===== src/hw/rtl/ttpt_ram.sv =====
`timescale 1ns / 1ps
// ----------------------------------------------------------------------------
// ttpt_ram
// Simple dual-port RAM, one write and one registered read per cycle.
// ----------------------------------------------------------------------------
module ttpt_ram #(
  parameter int AW = 8,
  parameter int DW = 8
) (
  input  logic          clk,
  input  logic          we,
  input  logic [AW-1:0] waddr,
  input  logic [DW-1:0] wdata,
  input  logic [AW-1:0] raddr,
  output logic [DW-1:0] rdata
);

  logic [DW-1:0] mem [2**AW];
  logic [DW-1:0] rdata_r;

  always_ff @(posedge clk) begin
    if (we) begin
      mem[waddr] <= wdata;
    end
    rdata_r <= mem[raddr];
  end

  assign rdata = rdata_r;

endmodule


===== config.mk =====
export PLATFORM = sky130hd
export DESIGN_NAME = ttpt_ram
export DESIGN_NICKNAME = d
export VERILOG_FILES = /design/src/hw/rtl/ttpt_ram.sv
export SDC_FILE = /design/constraint.sdc
export NUM_CORES = 2
export LEC_CHECK = 0
export ABC_CLOCK_PERIOD_IN_PS = 2700
export BUFFER_PORTS_ARGS = -buffer_cell sky130_fd_sc_hd__buf_2
export CAP_MARGIN = 20
export CORE_UTILIZATION = 30
export CTS_BUF_LIST = sky130_fd_sc_hd__clkbuf_2
export CTS_CLUSTER_SIZE = 20
export DETAILED_ROUTE_END_ITERATION = 6
export PLACE_DENSITY = 0.51
export SYNTH_ARGS = -nofsm -noshare
export SYNTH_HDL_FRONTEND = slang
export SYNTH_SLANG_ARGS = --single-unit

===== constraint.sdc =====
create_clock -name clk -period 2.7 [get_ports clk]
set_input_delay 0.135 -clock clk [delete_from_list [all_inputs] [get_ports clk]]
set_output_delay 0.135 -clock clk [all_outputs]
set_load 0.01 [all_outputs]

==> run summary <==
final-report max-slew violation count: 0
crit-path most repeated cell: dlygate4sd3_1
Pwr Total: 60.0 mW
clock tree from TritonCTS: yes
top post-synthesis cells by area: edfxtp_1, mux4_2, mux2i_1
Setup Fix Bufs, Post-CTS: 0
Clock transition at path regs: 0.09 ns
share of cells above drive strength 1: 0.382
Cell Area, Placed: 88,200 sq um
RSZ-0062 raised after global routing: no
minimum clock period: 2.74 ns
Synth area leader: edfxtp_1
Finished Layout Cells: 8,615
Avg Cell Area, Syn: 21.3 sq um
die area: 267,000 sq um
Max Fclk: 365 MHz
clk_lat worst skew: 1.81 ns
Reg2Reg Launch Point: mem[96][4]
register bit total from synthesis: 2,056
wire per inst: 26.1 um
router iterations before antenna repair: 5
core region area: 263,000 sq um
cell-by-cell trace of the critical path: dlygate4sd3_1 -> dlygate4sd3_1 -> buf_2 -> dlygate4sd3_1 -> buf_12 -> nand2b_1 -> buf_4 -> a21oi_1 -> nor4_1 -> buf_4 -> nor4_1
Worst setup EP type: flop
Rel. slew slack: 0.183
dpl cells: 7,634
final hold vios: 0
slowest CP cell: dlygate4sd3_1
# setup viols final: 2
post-route design area: 93,800 sq um
H-tree lvl count: 6
largest net degree at the start of global routing: 104
Synthesized Nets: 3,759
delay-heaviest family, CP: buffers and inverters
Hold Crit Start: raddr[1]
max-cap check violation count: 0
Hold Crit Class: primary input to flop
PortBufs: 33
fin crit share: 1.01
status: finished with violations
worst-path maximum fanout: 12
Clock Path Buffers: 4
vias per inst: 4.94
post-DP HPWL: 140 mm
FP Rows: 188
Starting Density: 0.303
Slew @ Worst Pin: 1.22 ns
cts bufs inserted: 554
worst stage delay on the critical path: 0.85 ns
Crit Path Class: primary input to flop
final WL: 225 mm
first-pass GRT wire length: 320 mm
CP Data Arrival Time: 4.31 ns
CTS root buf: clkbuf_2
DR iter-0 viols: 4,267
failing checks: setup timing
vias in the first global route: 44,100
P&R area growth vs syn: 17.9%
GP Congestion: 0.809
initial antenna violation count: 15
Filler cells: 24,800
Fin Setup TNS: -0.0442 ns
Power Density: 640 nW/um^2
Residual DRC: 0
Synth Cell Area: 79,600 sq um
Critical Path Source: raddr[5]
min setup slack post-route: -0.0363 ns
startpoint class of the critical path: primary input
Syn Inst Count: 3,733
post-synth cell types: 55
CP required: 4.27 ns
I/O pin total: 34
CP Buf/Inv Count: 7
synth warn: 0
vias: 42,600
Remaining Overflow, GRT: 0
post-route ant nets: 0
sequential share of the synthesized area: 0.775
GRT Util Overall: 0.168
Die Span Y: 517 um
post-synth top area share: 0.773
clock sinks: 2,056
maximum vdd drop: 0.441 mV
fin nets: 4,781
Die X: 517 um
Final Skew: 0.143 ns
LEAKAGE: 30.8 nW
==> registers in the layout (all words and copies together), names as in the netlist <==
name / flops
rdata: 8
mem: 2048
==> path summary, 6_finish.rpt <==
path,end,slack [ns],cells after the start
worst min register to register,rdata[5],1.17,6
worst max-delay path,rdata[3],-0.04,11
worst max register to register,rdata[4],0.09,8
worst min-delay path,rdata[4],0.27,9
==> Yosys cell counts (all sizes together) <==
library cell  number
inv                1
mux2i            134
and2               6
nor3              22
o22a               5
o32ai              5
o21ai             12
or3b               1
nand2b             8
a31oi              2
a21oi             96
nand4             10
nor4              27
a22o               8
a221oi            14
and3               1
or2b               1
o311ai             1
nand3b             2
nor3b              1
nand2             33
a2111oi            5
nor4b              1
nor2b             31
clkinv             1
nand3             34
dfxtp              8
edfxtp          2048
clkbuf           111
mux2               1
buf              122
o221ai            47
mux4             456
a211oi            16
a22oi            133
o22ai             28
a21boi             1
nor2             282
or2                4
o211ai            10
and3b              2
a311oi             2
==> per-layer routing <==
metal  global-route usage  up-vias  wire (um)
li1                     -    18000          -
met1                0.225    22500      94800
met2                0.271     1670     110000
met3               0.0365      340      15400
met4               0.0514        0       5180
met5                    0        -          0
==> timing repair <==
item                       4_1_cts  5_1_grt
hold endpoints to repair      4104        0
gates resized for setup         26        2
hold buffers                    82        0
setup endpoints to repair        9      138
pin swaps                        0        1
==> cells in the final DEF, fill, tap and decap left out, types with 9 or more instances in the layout <==
cell type,n
edfxtp_1,2048
clkbuf_2,797
buf_4,513
mux4_2,454
nor2_1,278
mux2i_1,134
a22oi_1,133
a21oi_1,96
buf_12,76
dlygate4sd3_1,72
clkinv_1,64
o221ai_1,46
nand2_1,33
nand3_1,31
o22ai_1,28
nor2b_1,28
nor4_1,23
nor3_1,21
a211oi_1,16
a221oi_1,13
clkinv_2,13
buf_2,13
nand4_1,10
o211ai_1,10
o21ai_0,10
buf_8,10
diode_2,9
==> metrics by stage <==
| step | hold WS (ns) | setup WS [ns] | utilization |
|---|---|---|---|
| finish | 0.274 | -0.0363 | 0.357 |
| global route | 0.119 | 0.000355 | 0.357 |
| CTS | 0.0300 | -0.0818 | 0.357 |
| detailed placement | 0.645 | -0.690 | 0.335 |
| global placement | 0.643 | -0.678 | 0.335 |
| floorplan | 0.234 | 0.627 | - |
==> cell families (layout without fill, tap and decap cells) <==
| kind of cell | after synthesis | in the layout | share of synthesized area |
|---|---|---|---|
| other | 0 | 9 | 0 |
| AOI/OAI and AO/OA | 385 | 385 | 0.0342 |
| muxes | 591 | 591 | 0.146 |
| buffers and inverters | 235 | 1593 | 0.0183 |
| DFF | 2056 | 2056 | 0.775 |
| and+or+nand+nor | 466 | 466 | 0.0263 |
==> worst reg2reg max path, stage by stage, from the launching register on <==
cell	delay, ns
edfxtp_1	0.41
mux4_2	0.50
nor2b_1	0.15
a211oi_1	0.24
dlygate4sd3_1	0.61
nor3_1	0.05
nor4_1	0.32
buf_4	0.20
nor4_1	0.05
==> layout make-up <==
cell class,count,area [sq um],share of cell area
multi-input combinational,1442,16500,0.176
inverter,2,7.51,0.0000800
antenna,9,22.5,0.000240
sequential,2056,61700,0.658
clock buffer,797,3990,0.0425
clock inverter,95,573,0.00611
timing repair buffer,699,6610,0.0704
tap,3515,4400,0.0469
==> power breakdown <==
group	leakage, nW	internal (mW)	switching (mW)
clock network	3.60	8.43	12.5
logic	8.71	1.53	2.32
registers	18.5	35.1	0.0817
total	30.8	45.1	14.9
No activity file was read; power rests on OpenSTA's default activity.
