[src/hw/rtl/ttpt_pkg.sv]
`timescale 1ns / 1ps
// ----------------------------------------------------------------------------
// ttpt_pkg
// Types, sizes and codes shared by the two-tier peer table.
// ----------------------------------------------------------------------------
package ttpt_pkg;

  localparam int WHITE_SLOTS = 256;
  localparam int GRAY_SLOTS  = 1024;

  localparam int WAW = (WHITE_SLOTS > 1) ? $clog2(WHITE_SLOTS) : 1;
  localparam int GAW = (GRAY_SLOTS > 1) ? $clog2(GRAY_SLOTS) : 1;
  localparam int SAW = (WAW > GAW) ? WAW : GAW;
  localparam int WCW = $clog2(WHITE_SLOTS + 1);
  localparam int GCW = $clog2(GRAY_SLOTS + 1);
  localparam int CW  = ((WCW > GCW) ? WCW : GCW) + 1;

  typedef enum logic [1:0] {
    FN_CONFIRM  = 2'd0,
    FN_OFFER    = 2'd1,
    FN_RD_WHITE = 2'd2,
    FN_RD_GRAY  = 2'd3
  } func_t;

  typedef struct packed {
    func_t        func;
    logic [31:0]  peer_ip;
    logic [15:0]  peer_port;
    logic [63:0]  peer_id;
    logic [63:0]  seen_time;
    logic [9:0]   rank_index;
  } in_item_t;

  typedef struct packed {
    logic         found;
    logic [31:0]  out_ip;
    logic [15:0]  out_port;
    logic [63:0]  out_id;
    logic [63:0]  out_seen;
    logic [8:0]   white_count;
    logic [10:0]  gray_count;
  } out_item_t;

  typedef struct packed {
    logic [31:0] ip;
    logic [15:0] port;
    logic [63:0] id;
  } wdat_t;

  typedef struct packed {
    logic        valid;
    logic [31:0] ip;
    logic [15:0] port;
    logic [63:0] id;
  } gdat_t;

  typedef struct packed {
    logic [63:0]    seen;
    logic [WAW-1:0] slot;
  } wkey_t;

  typedef struct packed {
    logic [63:0]    seen;
    logic [GAW-1:0] slot;
  } gkey_t;

  typedef struct packed {
    logic           we;
    logic [WAW-1:0] waddr;
    wdat_t          wdata;
    logic [WAW-1:0] raddr;
  } wdat_req_t;

  typedef struct packed {
    logic           we;
    logic [GAW-1:0] waddr;
    gdat_t          wdata;
    logic [GAW-1:0] raddr;
  } gdat_req_t;

  typedef struct packed {
    logic         we;
    logic [WAW:0] waddr;
    wkey_t        wdata;
    logic [WAW:0] raddr;
  } word_req_t;

  typedef struct packed {
    logic         we;
    logic [GAW:0] waddr;
    gkey_t        wdata;
    logic [GAW:0] raddr;
  } gord_req_t;

  typedef enum logic [3:0] {
    ST_CLEAR,
    ST_IDLE,
    ST_WSCAN,
    ST_GSCAN,
    ST_OLD_RD,
    ST_OLD_CMP,
    ST_PUT,
    ST_MERGE,
    ST_RD_ORD,
    ST_RD_KEY,
    ST_RD_DATA,
    ST_DONE
  } state_t;

endpackage

[src/hw/rtl/ttpt_ctrl.sv]
`timescale 1ns / 1ps
// ----------------------------------------------------------------------------
// ttpt_ctrl
// Sequencer: table clear, scans, eviction check, data write, rank-list merge and rank reads.
// ----------------------------------------------------------------------------
module ttpt_ctrl
  import ttpt_pkg::*;
(
  input  logic      clk,
  input  logic      rst_n,
  input  logic      in_valid,
  output logic      in_ready,
  input  in_item_t  in_data,
  input  logic      cfg_valid,
  output logic      cfg_ready,
  input  logic      cfg_data,
  output logic      res_valid,
  output out_item_t res_data,
  input  logic      res_ready,
  output wdat_req_t wd_req,
  input  wdat_t     wd_rdata,
  output gdat_req_t gd_req,
  input  gdat_t     gd_rdata,
  output word_req_t wo_req,
  input  wkey_t     wo_rdata,
  output gord_req_t go_req,
  input  gkey_t     go_rdata
);

  state_t           state_r, state_nxt;
  in_item_t         item_r, item_nxt;
  out_item_t        res_r, res_nxt;
  logic             allow_r, allow_nxt;
  logic [WCW-1:0]   wcnt_r, wcnt_nxt;
  logic [GCW-1:0]   gcnt_r, gcnt_nxt;
  logic             wbank_r, wbank_nxt;
  logic             gbank_r, gbank_nxt;
  logic             gsel_r, gsel_nxt;
  logic [CW-1:0]    idx_r, idx_nxt;
  logic [CW-1:0]    wi_r, wi_nxt;
  logic             pv_r, pv_nxt;
  logic [SAW-1:0]   paddr_r, paddr_nxt;
  logic             hit_r, hit_nxt;
  logic [SAW-1:0]   hit_slot_r, hit_slot_nxt;
  logic             free_v_r, free_v_nxt;
  logic [SAW-1:0]   free_slot_r, free_slot_nxt;
  logic [SAW-1:0]   k_r, k_nxt;
  logic             rem_v_r, rem_v_nxt;
  logic [SAW-1:0]   rem_slot_r, rem_slot_nxt;
  logic             ins_v_r, ins_v_nxt;
  logic             hold_v_r, hold_v_nxt;
  logic [63:0]      hold_seen_r, hold_seen_nxt;
  logic [SAW-1:0]   hold_slot_r, hold_slot_nxt;

  logic             issue;
  logic             wr_en;
  logic [63:0]      wr_seen;
  logic [SAW-1:0]   wr_slot;
  logic [CW-1:0]    cnt_cur;
  logic [63:0]      a_seen;
  logic [SAW-1:0]   a_slot;
  logic             match_w;
  logic             match_g;
  logic             key_gt;
  logic [SAW-1:0]   rank_slot;

  function automatic logic addr_allowed(input logic [31:0] ip, input logic allow);
    logic loopback;
    logic priv;
    loopback = (ip[7:0] == 8'd127);
    priv = (ip[7:0] == 8'd10) ||
           (ip[7:0] == 8'd172 && ip[15:12] == 4'h1) ||
           (ip[7:0] == 8'd192 && ip[15:8] == 8'd168);
    return !loopback && (allow || !priv);
  endfunction

  assign cfg_ready = 1'b1;
  assign cnt_cur   = gsel_r ? CW'(gcnt_r) : CW'(wcnt_r);
  assign a_seen    = gsel_r ? go_rdata.seen : wo_rdata.seen;
  assign a_slot    = gsel_r ? SAW'(go_rdata.slot) : SAW'(wo_rdata.slot);
  assign match_w   = (wd_rdata.ip == item_r.peer_ip) && (wd_rdata.port == item_r.peer_port);
  assign match_g   = gd_rdata.valid && (gd_rdata.ip == item_r.peer_ip) &&
                     (gd_rdata.port == item_r.peer_port);
  assign key_gt    = (item_r.seen_time > a_seen) ||
                     (item_r.seen_time == a_seen && k_r > a_slot);
  assign rank_slot = SAW'(item_r.rank_index);

  always_comb begin
    res_data             = res_r;
    res_data.white_count = 9'(wcnt_r);
    res_data.gray_count  = 11'(gcnt_r);
  end

  always_comb begin
    state_nxt     = state_r;
    item_nxt      = item_r;
    res_nxt       = res_r;
    allow_nxt     = cfg_valid ? cfg_data : allow_r;
    wcnt_nxt      = wcnt_r;
    gcnt_nxt      = gcnt_r;
    wbank_nxt     = wbank_r;
    gbank_nxt     = gbank_r;
    gsel_nxt      = gsel_r;
    idx_nxt       = idx_r;
    wi_nxt        = wi_r;
    pv_nxt        = 1'b0;
    paddr_nxt     = paddr_r;
    hit_nxt       = hit_r;
    hit_slot_nxt  = hit_slot_r;
    free_v_nxt    = free_v_r;
    free_slot_nxt = free_slot_r;
    k_nxt         = k_r;
    rem_v_nxt     = rem_v_r;
    rem_slot_nxt  = rem_slot_r;
    ins_v_nxt     = ins_v_r;
    hold_v_nxt    = hold_v_r;
    hold_seen_nxt = hold_seen_r;
    hold_slot_nxt = hold_slot_r;
    in_ready      = 1'b0;
    res_valid     = 1'b0;
    wd_req        = '0;
    gd_req        = '0;
    wo_req        = '0;
    go_req        = '0;
    issue         = 1'b0;
    wr_en         = 1'b0;
    wr_seen       = item_r.seen_time;
    wr_slot       = k_r;

    unique case (state_r)
      ST_CLEAR: begin
        gd_req.we    = 1'b1;
        gd_req.waddr = idx_r[GAW-1:0];
        idx_nxt      = idx_r + 1'b1;
        if (idx_r == CW'(GRAY_SLOTS - 1)) begin
          idx_nxt   = '0;
          state_nxt = ST_IDLE;
        end
      end

      ST_IDLE: begin
        in_ready = 1'b1;
        if (in_valid) begin
          item_nxt      = in_data;
          res_nxt       = '0;
          res_nxt.found = 1'b1;
          idx_nxt       = '0;
          hit_nxt       = 1'b0;
          free_v_nxt    = 1'b0;
          gsel_nxt      = (in_data.func == FN_RD_GRAY);
          if (in_data.func == FN_CONFIRM || in_data.func == FN_OFFER) begin
            if (addr_allowed(in_data.peer_ip, allow_r)) begin
              state_nxt = ST_WSCAN;
            end else begin
              state_nxt = ST_DONE;
            end
          end else begin
            state_nxt = ST_RD_ORD;
          end
        end
      end

      ST_WSCAN: begin
        issue         = (idx_r < CW'(wcnt_r));
        wd_req.raddr  = idx_r[WAW-1:0];
        pv_nxt        = issue;
        paddr_nxt     = idx_r[SAW-1:0];
        if (issue) begin
          idx_nxt = idx_r + 1'b1;
        end
        if (pv_r && match_w) begin
          hit_nxt      = 1'b1;
          hit_slot_nxt = paddr_r;
        end
        if (!issue && !pv_r) begin
          if (item_r.func == FN_OFFER) begin
            if (hit_r) begin
              state_nxt = ST_DONE;
            end else begin
              idx_nxt    = '0;
              hit_nxt    = 1'b0;
              free_v_nxt = 1'b0;
              gsel_nxt   = 1'b1;
              state_nxt  = ST_GSCAN;
            end
          end else if (hit_r) begin
            k_nxt        = hit_slot_r;
            rem_v_nxt    = 1'b1;
            rem_slot_nxt = hit_slot_r;
            ins_v_nxt    = 1'b1;
            state_nxt    = ST_PUT;
          end else if (32'(wcnt_r) < 32'(WHITE_SLOTS)) begin
            k_nxt     = SAW'(wcnt_r);
            rem_v_nxt = 1'b0;
            ins_v_nxt = 1'b1;
            state_nxt = ST_PUT;
          end else begin
            state_nxt = ST_OLD_RD;
          end
        end
      end

      ST_GSCAN: begin
        issue        = (idx_r < CW'(GRAY_SLOTS));
        gd_req.raddr = idx_r[GAW-1:0];
        pv_nxt       = issue;
        paddr_nxt    = idx_r[SAW-1:0];
        if (issue) begin
          idx_nxt = idx_r + 1'b1;
        end
        if (pv_r && match_g && !hit_r) begin
          hit_nxt      = 1'b1;
          hit_slot_nxt = paddr_r;
        end
        if (pv_r && !gd_rdata.valid && !free_v_r) begin
          free_v_nxt    = 1'b1;
          free_slot_nxt = paddr_r;
        end
        if (!issue && !pv_r) begin
          if (hit_r) begin
            k_nxt        = hit_slot_r;
            rem_v_nxt    = 1'b1;
            rem_slot_nxt = hit_slot_r;
            ins_v_nxt    = (item_r.func == FN_OFFER);
            state_nxt    = ST_PUT;
          end else if (item_r.func == FN_CONFIRM) begin
            state_nxt = ST_DONE;
          end else if (32'(gcnt_r) < 32'(GRAY_SLOTS)) begin
            k_nxt     = free_slot_r;
            rem_v_nxt = 1'b0;
            ins_v_nxt = 1'b1;
            state_nxt = ST_PUT;
          end else begin
            state_nxt = ST_OLD_RD;
          end
        end
      end

      ST_OLD_RD: begin
        wo_req.raddr = {wbank_r, WAW'(wcnt_r - 1'b1)};
        go_req.raddr = {gbank_r, GAW'(gcnt_r - 1'b1)};
        state_nxt    = ST_OLD_CMP;
      end

      ST_OLD_CMP: begin
        if (item_r.seen_time < a_seen) begin
          if (!gsel_r) begin
            idx_nxt    = '0;
            hit_nxt    = 1'b0;
            free_v_nxt = 1'b0;
            gsel_nxt   = 1'b1;
            state_nxt  = ST_GSCAN;
          end else begin
            state_nxt = ST_DONE;
          end
        end else begin
          k_nxt        = a_slot;
          rem_v_nxt    = 1'b1;
          rem_slot_nxt = a_slot;
          ins_v_nxt    = 1'b1;
          state_nxt    = ST_PUT;
        end
      end

      ST_PUT: begin
        if (gsel_r) begin
          gd_req.we          = 1'b1;
          gd_req.waddr       = k_r[GAW-1:0];
          gd_req.wdata.valid = ins_v_r;
          gd_req.wdata.ip    = item_r.peer_ip;
          gd_req.wdata.port  = item_r.peer_port;
          gd_req.wdata.id    = item_r.peer_id;
        end else begin
          wd_req.we         = 1'b1;
          wd_req.waddr      = k_r[WAW-1:0];
          wd_req.wdata.ip   = item_r.peer_ip;
          wd_req.wdata.port = item_r.peer_port;
          wd_req.wdata.id   = item_r.peer_id;
        end
        idx_nxt    = '0;
        wi_nxt     = '0;
        hold_v_nxt = 1'b0;
        state_nxt  = ST_MERGE;
      end

      ST_MERGE: begin
        issue        = (idx_r < cnt_cur);
        wo_req.raddr = {wbank_r, idx_r[WAW-1:0]};
        go_req.raddr = {gbank_r, idx_r[GAW-1:0]};
        pv_nxt       = issue;
        if (issue) begin
          idx_nxt = idx_r + 1'b1;
        end
        if (pv_r) begin
          if (rem_v_r && a_slot == rem_slot_r) begin
            if (hold_v_r) begin
              wr_en      = 1'b1;
              wr_seen    = hold_seen_r;
              wr_slot    = hold_slot_r;
              hold_v_nxt = 1'b0;
            end
          end else if (hold_v_r) begin
            wr_en         = 1'b1;
            wr_seen       = hold_seen_r;
            wr_slot       = hold_slot_r;
            hold_seen_nxt = a_seen;
            hold_slot_nxt = a_slot;
          end else if (ins_v_r && key_gt) begin
            wr_en         = 1'b1;
            hold_v_nxt    = 1'b1;
            hold_seen_nxt = a_seen;
            hold_slot_nxt = a_slot;
            ins_v_nxt     = 1'b0;
          end else begin
            wr_en   = 1'b1;
            wr_seen = a_seen;
            wr_slot = a_slot;
          end
        end else if (!issue) begin
          if (hold_v_r) begin
            wr_en      = 1'b1;
            wr_seen    = hold_seen_r;
            wr_slot    = hold_slot_r;
            hold_v_nxt = 1'b0;
          end else if (ins_v_r) begin
            wr_en     = 1'b1;
            ins_v_nxt = 1'b0;
          end
          if (gsel_r) begin
            gbank_nxt = !gbank_r;
            gcnt_nxt  = GCW'(wi_r + CW'(wr_en));
            state_nxt = ST_DONE;
          end else begin
            wbank_nxt  = !wbank_r;
            wcnt_nxt   = WCW'(wi_r + CW'(wr_en));
            idx_nxt    = '0;
            hit_nxt    = 1'b0;
            free_v_nxt = 1'b0;
            gsel_nxt   = 1'b1;
            state_nxt  = ST_GSCAN;
          end
        end
        if (wr_en) begin
          wi_nxt = wi_r + 1'b1;
        end
        go_req.we    = wr_en && gsel_r;
        go_req.waddr = {!gbank_r, wi_r[GAW-1:0]};
        go_req.wdata = {wr_seen, wr_slot[GAW-1:0]};
        wo_req.we    = wr_en && !gsel_r;
        wo_req.waddr = {!wbank_r, wi_r[WAW-1:0]};
        wo_req.wdata = {wr_seen, wr_slot[WAW-1:0]};
      end

      ST_RD_ORD: begin
        wo_req.raddr = {wbank_r, rank_slot[WAW-1:0]};
        go_req.raddr = {gbank_r, rank_slot[GAW-1:0]};
        if (32'(item_r.rank_index) < 32'(cnt_cur)) begin
          state_nxt = ST_RD_KEY;
        end else begin
          res_nxt.found = 1'b0;
          state_nxt     = ST_DONE;
        end
      end

      ST_RD_KEY: begin
        res_nxt.out_seen = a_seen;
        wd_req.raddr     = a_slot[WAW-1:0];
        gd_req.raddr     = a_slot[GAW-1:0];
        state_nxt        = ST_RD_DATA;
      end

      ST_RD_DATA: begin
        if (gsel_r) begin
          res_nxt.out_ip   = gd_rdata.ip;
          res_nxt.out_port = gd_rdata.port;
          res_nxt.out_id   = gd_rdata.id;
        end else begin
          res_nxt.out_ip   = wd_rdata.ip;
          res_nxt.out_port = wd_rdata.port;
          res_nxt.out_id   = wd_rdata.id;
        end
        state_nxt = ST_DONE;
      end

      ST_DONE: begin
        res_valid = 1'b1;
        if (res_ready) begin
          state_nxt = ST_IDLE;
        end
      end

      default: begin
        state_nxt = ST_IDLE;
      end
    endcase
  end

  always_ff @(posedge clk) begin
    if (!rst_n) begin
      state_r  <= ST_CLEAR;
      allow_r  <= 1'b0;
      wcnt_r   <= '0;
      gcnt_r   <= '0;
      wbank_r  <= 1'b0;
      gbank_r  <= 1'b0;
      gsel_r   <= 1'b0;
      idx_r    <= '0;
      wi_r     <= '0;
      pv_r     <= 1'b0;
      hit_r    <= 1'b0;
      free_v_r <= 1'b0;
      rem_v_r  <= 1'b0;
      ins_v_r  <= 1'b0;
      hold_v_r <= 1'b0;
    end else begin
      state_r  <= state_nxt;
      allow_r  <= allow_nxt;
      wcnt_r   <= wcnt_nxt;
      gcnt_r   <= gcnt_nxt;
      wbank_r  <= wbank_nxt;
      gbank_r  <= gbank_nxt;
      gsel_r   <= gsel_nxt;
      idx_r    <= idx_nxt;
      wi_r     <= wi_nxt;
      pv_r     <= pv_nxt;
      hit_r    <= hit_nxt;
      free_v_r <= free_v_nxt;
      rem_v_r  <= rem_v_nxt;
      ins_v_r  <= ins_v_nxt;
      hold_v_r <= hold_v_nxt;
    end
  end

  always_ff @(posedge clk) begin
    item_r      <= item_nxt;
    res_r       <= res_nxt;
    paddr_r     <= paddr_nxt;
    hit_slot_r  <= hit_slot_nxt;
    free_slot_r <= free_slot_nxt;
    k_r         <= k_nxt;
    rem_slot_r  <= rem_slot_nxt;
    hold_seen_r <= hold_seen_nxt;
    hold_slot_r <= hold_slot_nxt;
  end

endmodule

[config.mk]
export PLATFORM = sky130hd
export DESIGN_NAME = ttpt_ctrl
export DESIGN_NICKNAME = d
export VERILOG_FILES = /design/src/hw/rtl/ttpt_pkg.sv /design/src/hw/rtl/ttpt_ctrl.sv
export SDC_FILE = /design/constraint.sdc
export NUM_CORES = 1
export LEC_CHECK = 0
export BUFFER_PORTS_ARGS = -buffer_cell sky130_fd_sc_hd__buf_2
export CORE_AREA = 2 2 473 475
export DETAILED_ROUTE_END_ITERATION = 10
export DIE_AREA = 0 0 475 477
export PLACE_DENSITY = 0.32
export REMOVE_ABC_BUFFERS = 1
export SLEW_MARGIN = 20
export SYNTH_ARGS = -nofsm -noshare
export SYNTH_HDL_FRONTEND = slang
export SYNTH_SLANG_ARGS = --single-unit
[constraint.sdc]
create_clock -name clk -period 11.8 [get_ports clk]
set_input_delay 0.59 -clock clk [delete_from_list [all_inputs] [get_ports clk]]
set_output_delay 0.59 -clock clk [all_outputs]
set_load 0.01 [all_outputs]
==> metrics.md <==
| Metric | Value |
|---|---|
| Status | `finished, final reports clean` |
| Chip height | `between 400 and 500 µm` |
| Initial antenna violation count | `60` |
| Root buffer cell | `clkbuf_16` |
| DRC Markers | `0` |
| Delay-heaviest family, CP | `buffers and inverters` |
| Leading area contributor after synthesis | `edfxtp_1` |
| Post-synth EDFFs | `489` |
| Crit-path slowest cell | `o211ai_1` |
| Fillers | `~25000` |
| Crit path required time | `11210 ps` |
| Crit path cell chain | `buf_4 > buf_4 > mux2i_1 > ha_1 > nand4_1 > nor4_1 > nand3_1 > o21ai_1 > a21o_1 > nand3_4 > buf_4 > o211ai_1 > buf_2` |
| Clk sink count | `approximately 550` |
| Worst r2r path cells | `11` |
| Placeable Area | `221400 µm²` |
| HP Class | `in -> reg` |
| GPL Wtd Cong | `0.8868` |
| # nets final | `4667` |
| Yosys cell types | `88` |
| Post-Place Cell Area | `39000 µm²` |
| Tot GR Track Use | `0.1564` |
| Total grt overflow | `0` |
| Cell mode on critical path | `buf_4` |
| Critical path depth | `13` |
| Worst Path Buf+Inv | `4` |
| Design area | `43320 µm²` |
| Via density | `about 3.9` |
| Vias in the first global route | `roughly 27000` |
| DRT Wirelength | `approximately 190000 µm` |
| Synth top area share | `0.4907` |
| Ys Warns | `0` |
| CP Launch Type | `flip-flop` |
| CP endpoint kind | `output port` |
| Placed insts | `6714` |
| Finished Layout Cells | `7057` |
| Clock slew at reported path FFs | `approximately 60 ps` |
| Crit path time final | `slightly below 8000 ps` |
| Share of cells above drive strength 1 | `0.3560` |
| Total number of vias | `27619` |
| Worst Path Max Fanout | `44` |
| Worst skew pair latency | `~730 ps` |
| Antenna Nets Post-Route | `0` |
| Power density cells | `110.6 nW/µm²` |
| Setup TNS | `0 ps` |
| Width of the chip | `around 480 µm` |
| Starting Density | `0.1351` |
| Synth top area cells | `edfxtp_1 49%, mux2i_1 6.9%, and3_1 5.2%` |
| Hold buffer count at CTS | `175` |
| Max IR drop VDD | `0.1018 mV` |
| Routed wire length per instance | `26.30 µm` |
| Number of max-cap violations | `0` |
| Router iterations before antenna repair | `5` |
| CP peak stage delay | `750 ps` |
| Die area | `226600 µm²` |
| Post-layout util | `0.1956` |
| Post-CTS Setup Bufs | `0` |
| Fin crit share | `0.6726` |
| Crit path DAT | `roughly 7400 ps` |
| Final hold violation count | `0` |
| Rows | `173` |
| Post-cts sizing count | `0` |
| DP Wirelength | `145700 µm` |
| Worst hold path depth | `1` |
| Final setup violating endpoints | `0` |
| Syn avg cell area | `around 11 µm²` |
| Largest net degree at the start of global routing | `126` |
| Leak pwr | `roughly 18 nW` |
| Most common cell in the synthesized netlist | `edfxtp_1` |
| Total clock buffers created by CTS | `79` |
| Post-synth ARST share | `0` |
| CTS Buffer Depth | `3` |
| Slew Viols, Final | `0` |
| Post-synthesis sequential area ratio | `0.5288` |
| Worst-margin pin slew | `between 1000 and 1500 ps` |
| Relative slew slack | `0.1740` |
| Mapped Area | `29920 µm²` |
| RSZ-0062 raised after global routing | `no` |
| Buffers on Ports | `1214` |
| FMAX | `between 100 and 150 MHz` |
| CP Class | `reg -> out` |
| Most common library cells after synthesis | `489 x edfxtp_1, 268 x nor2_1, 248 x and3_1` |
| First-pass GRT wire length | `244000 µm` |
| Register bit total from synthesis | `around 550` |
| Area Overhead vs Synth | `44.76%` |
| CTS tree | `yes` |
| Mapped Cells | `2719` |
| Starting DRT DRC Count | `2184` |
| Top_reg_cell synth | `edfxtp_1` |
| Htree depth | `3` |
| Layout Skew | `~50 ps` |
| Ports | `1216` |
-- report_power, final --
part | switching [mW] | internal [mW] | total (mW) | leakage (nW)
Combinational | 0.159 | 0.153 | 0.312 | 12.1
Clock | 1.05 | 1.33 | 2.38 | 1.21
Sequential | 0.00310 | 2.09 | 2.09 | 4.87
-- layer usage --
| metal | share of wire | GRT usage | up-vias |
|---|---|---|---|
| met5 | 0.00036 | 0 | - |
| met1 | 0.44 | 0.2078 | 13718 |
| met3 | 0.066 | 0.03188 | 197 |
| met2 | 0.47 | 0.2556 | 1161 |
| met4 | 0.023 | 0.04201 | 10 |
| li1 | - | - | 12533 |
-- final cells by class --
type,instances,area (µm²),area share
sequential,546,15830,0.3654
multi-input combinational,1817,12500,0.2885
timing repair buffer,1452,8324,0.1922
tap,2975,3722,0.08593
clock buffer,100,2128,0.04913
inverter,99,381.6,0.008809
clock inverter,42,369.1,0.008521
antenna,26,65.06,0.001502
-- stage by stage --
step	hold slack [ps]	worst slack (ps)	power (mW)
2_1_floorplan	421.5	-3253	2.219
3_3_place_gp	424.0	3947	2.396
3_5_place_dp	429.0	4431	2.396
4_1_cts	0.5829	3570	4.901
5_1_grt	36.14	3443	4.976
6_report	90.85	3863	4.791
-- worst reg2reg max path, stage by stage (launching register included) --
cell,delay (ps)
dfxtp_4,690
buf_4,540
buf_4,730
mux2i_1,680
ha_1,270
nand4_1,100
nor4_1,500
nand3_1,480
a21o_1,380
a21oi_4,160
buf_4,440
buf_4,810
-- state kept, by name (all words and copies together) (netlist names), 9 cells and up --
register     flops
wi_r            11
paddr_r         10
gcnt_r          11
hold_seen_r     64
hit_slot_r      10
item_r         178
free_slot_r     10
idx_r           12
res_data       177
rank_slot       10
k_r             10
rem_slot_r      10
hold_slot_r     10
wcnt_r           9
-- kinds of logic (layout without fill, tap and decap cells) --
logic type | Yosys count | in the layout | share of synthesized area
AO/OA/AOI/OAI | 470 | 470 | 0.1032
XOR/XNOR | 137 | 137 | 0.04035
adder cells (fa/ha/maj) | 107 | 107 | 0.04474
buffers and inverters | 356 | 1693 | 0.05762
flip-flops | 546 | 546 | 0.5288
multiplexers | 216 | 216 | 0.07447
other | 1 | 27 | 0.0001253
AND/OR/NAND/NOR | 886 | 886 | 0.1507
-- worst paths after layout --
check	end	startpoint	slack [ps]
worst min register to register	free_slot_r[1]	paddr_r[1]	430
worst max register to register	hold_seen_r[56]	gsel_r	5560
worst min-delay path	item_r[70]	in_data[70]	90
worst max-delay path	wo_req[52]	gsel_r	3860
-- cell usage in the layout (no fill, tap or decap), types with 26 or more instances in the layout --
cell type and count:
nand4_1 34, mux2i_1 207, nand3_1 36, o211ai_1 62, a21oi_1 87, o21ai_0 148
dlygate4sd3_1 175, and3_1 248, edfxtp_1 489, nor3_1 28, dfxtp_1 55, inv_1 96
a211oi_1 26, a22o_1 33, ha_1 107, clkbuf_16 81, nand2_1 153, diode_2 26
nor2_1 267, buf_2 1214, xnor2_1 85, buf_4 60, xor2_1 51
(Power assumes the default switching activity.)
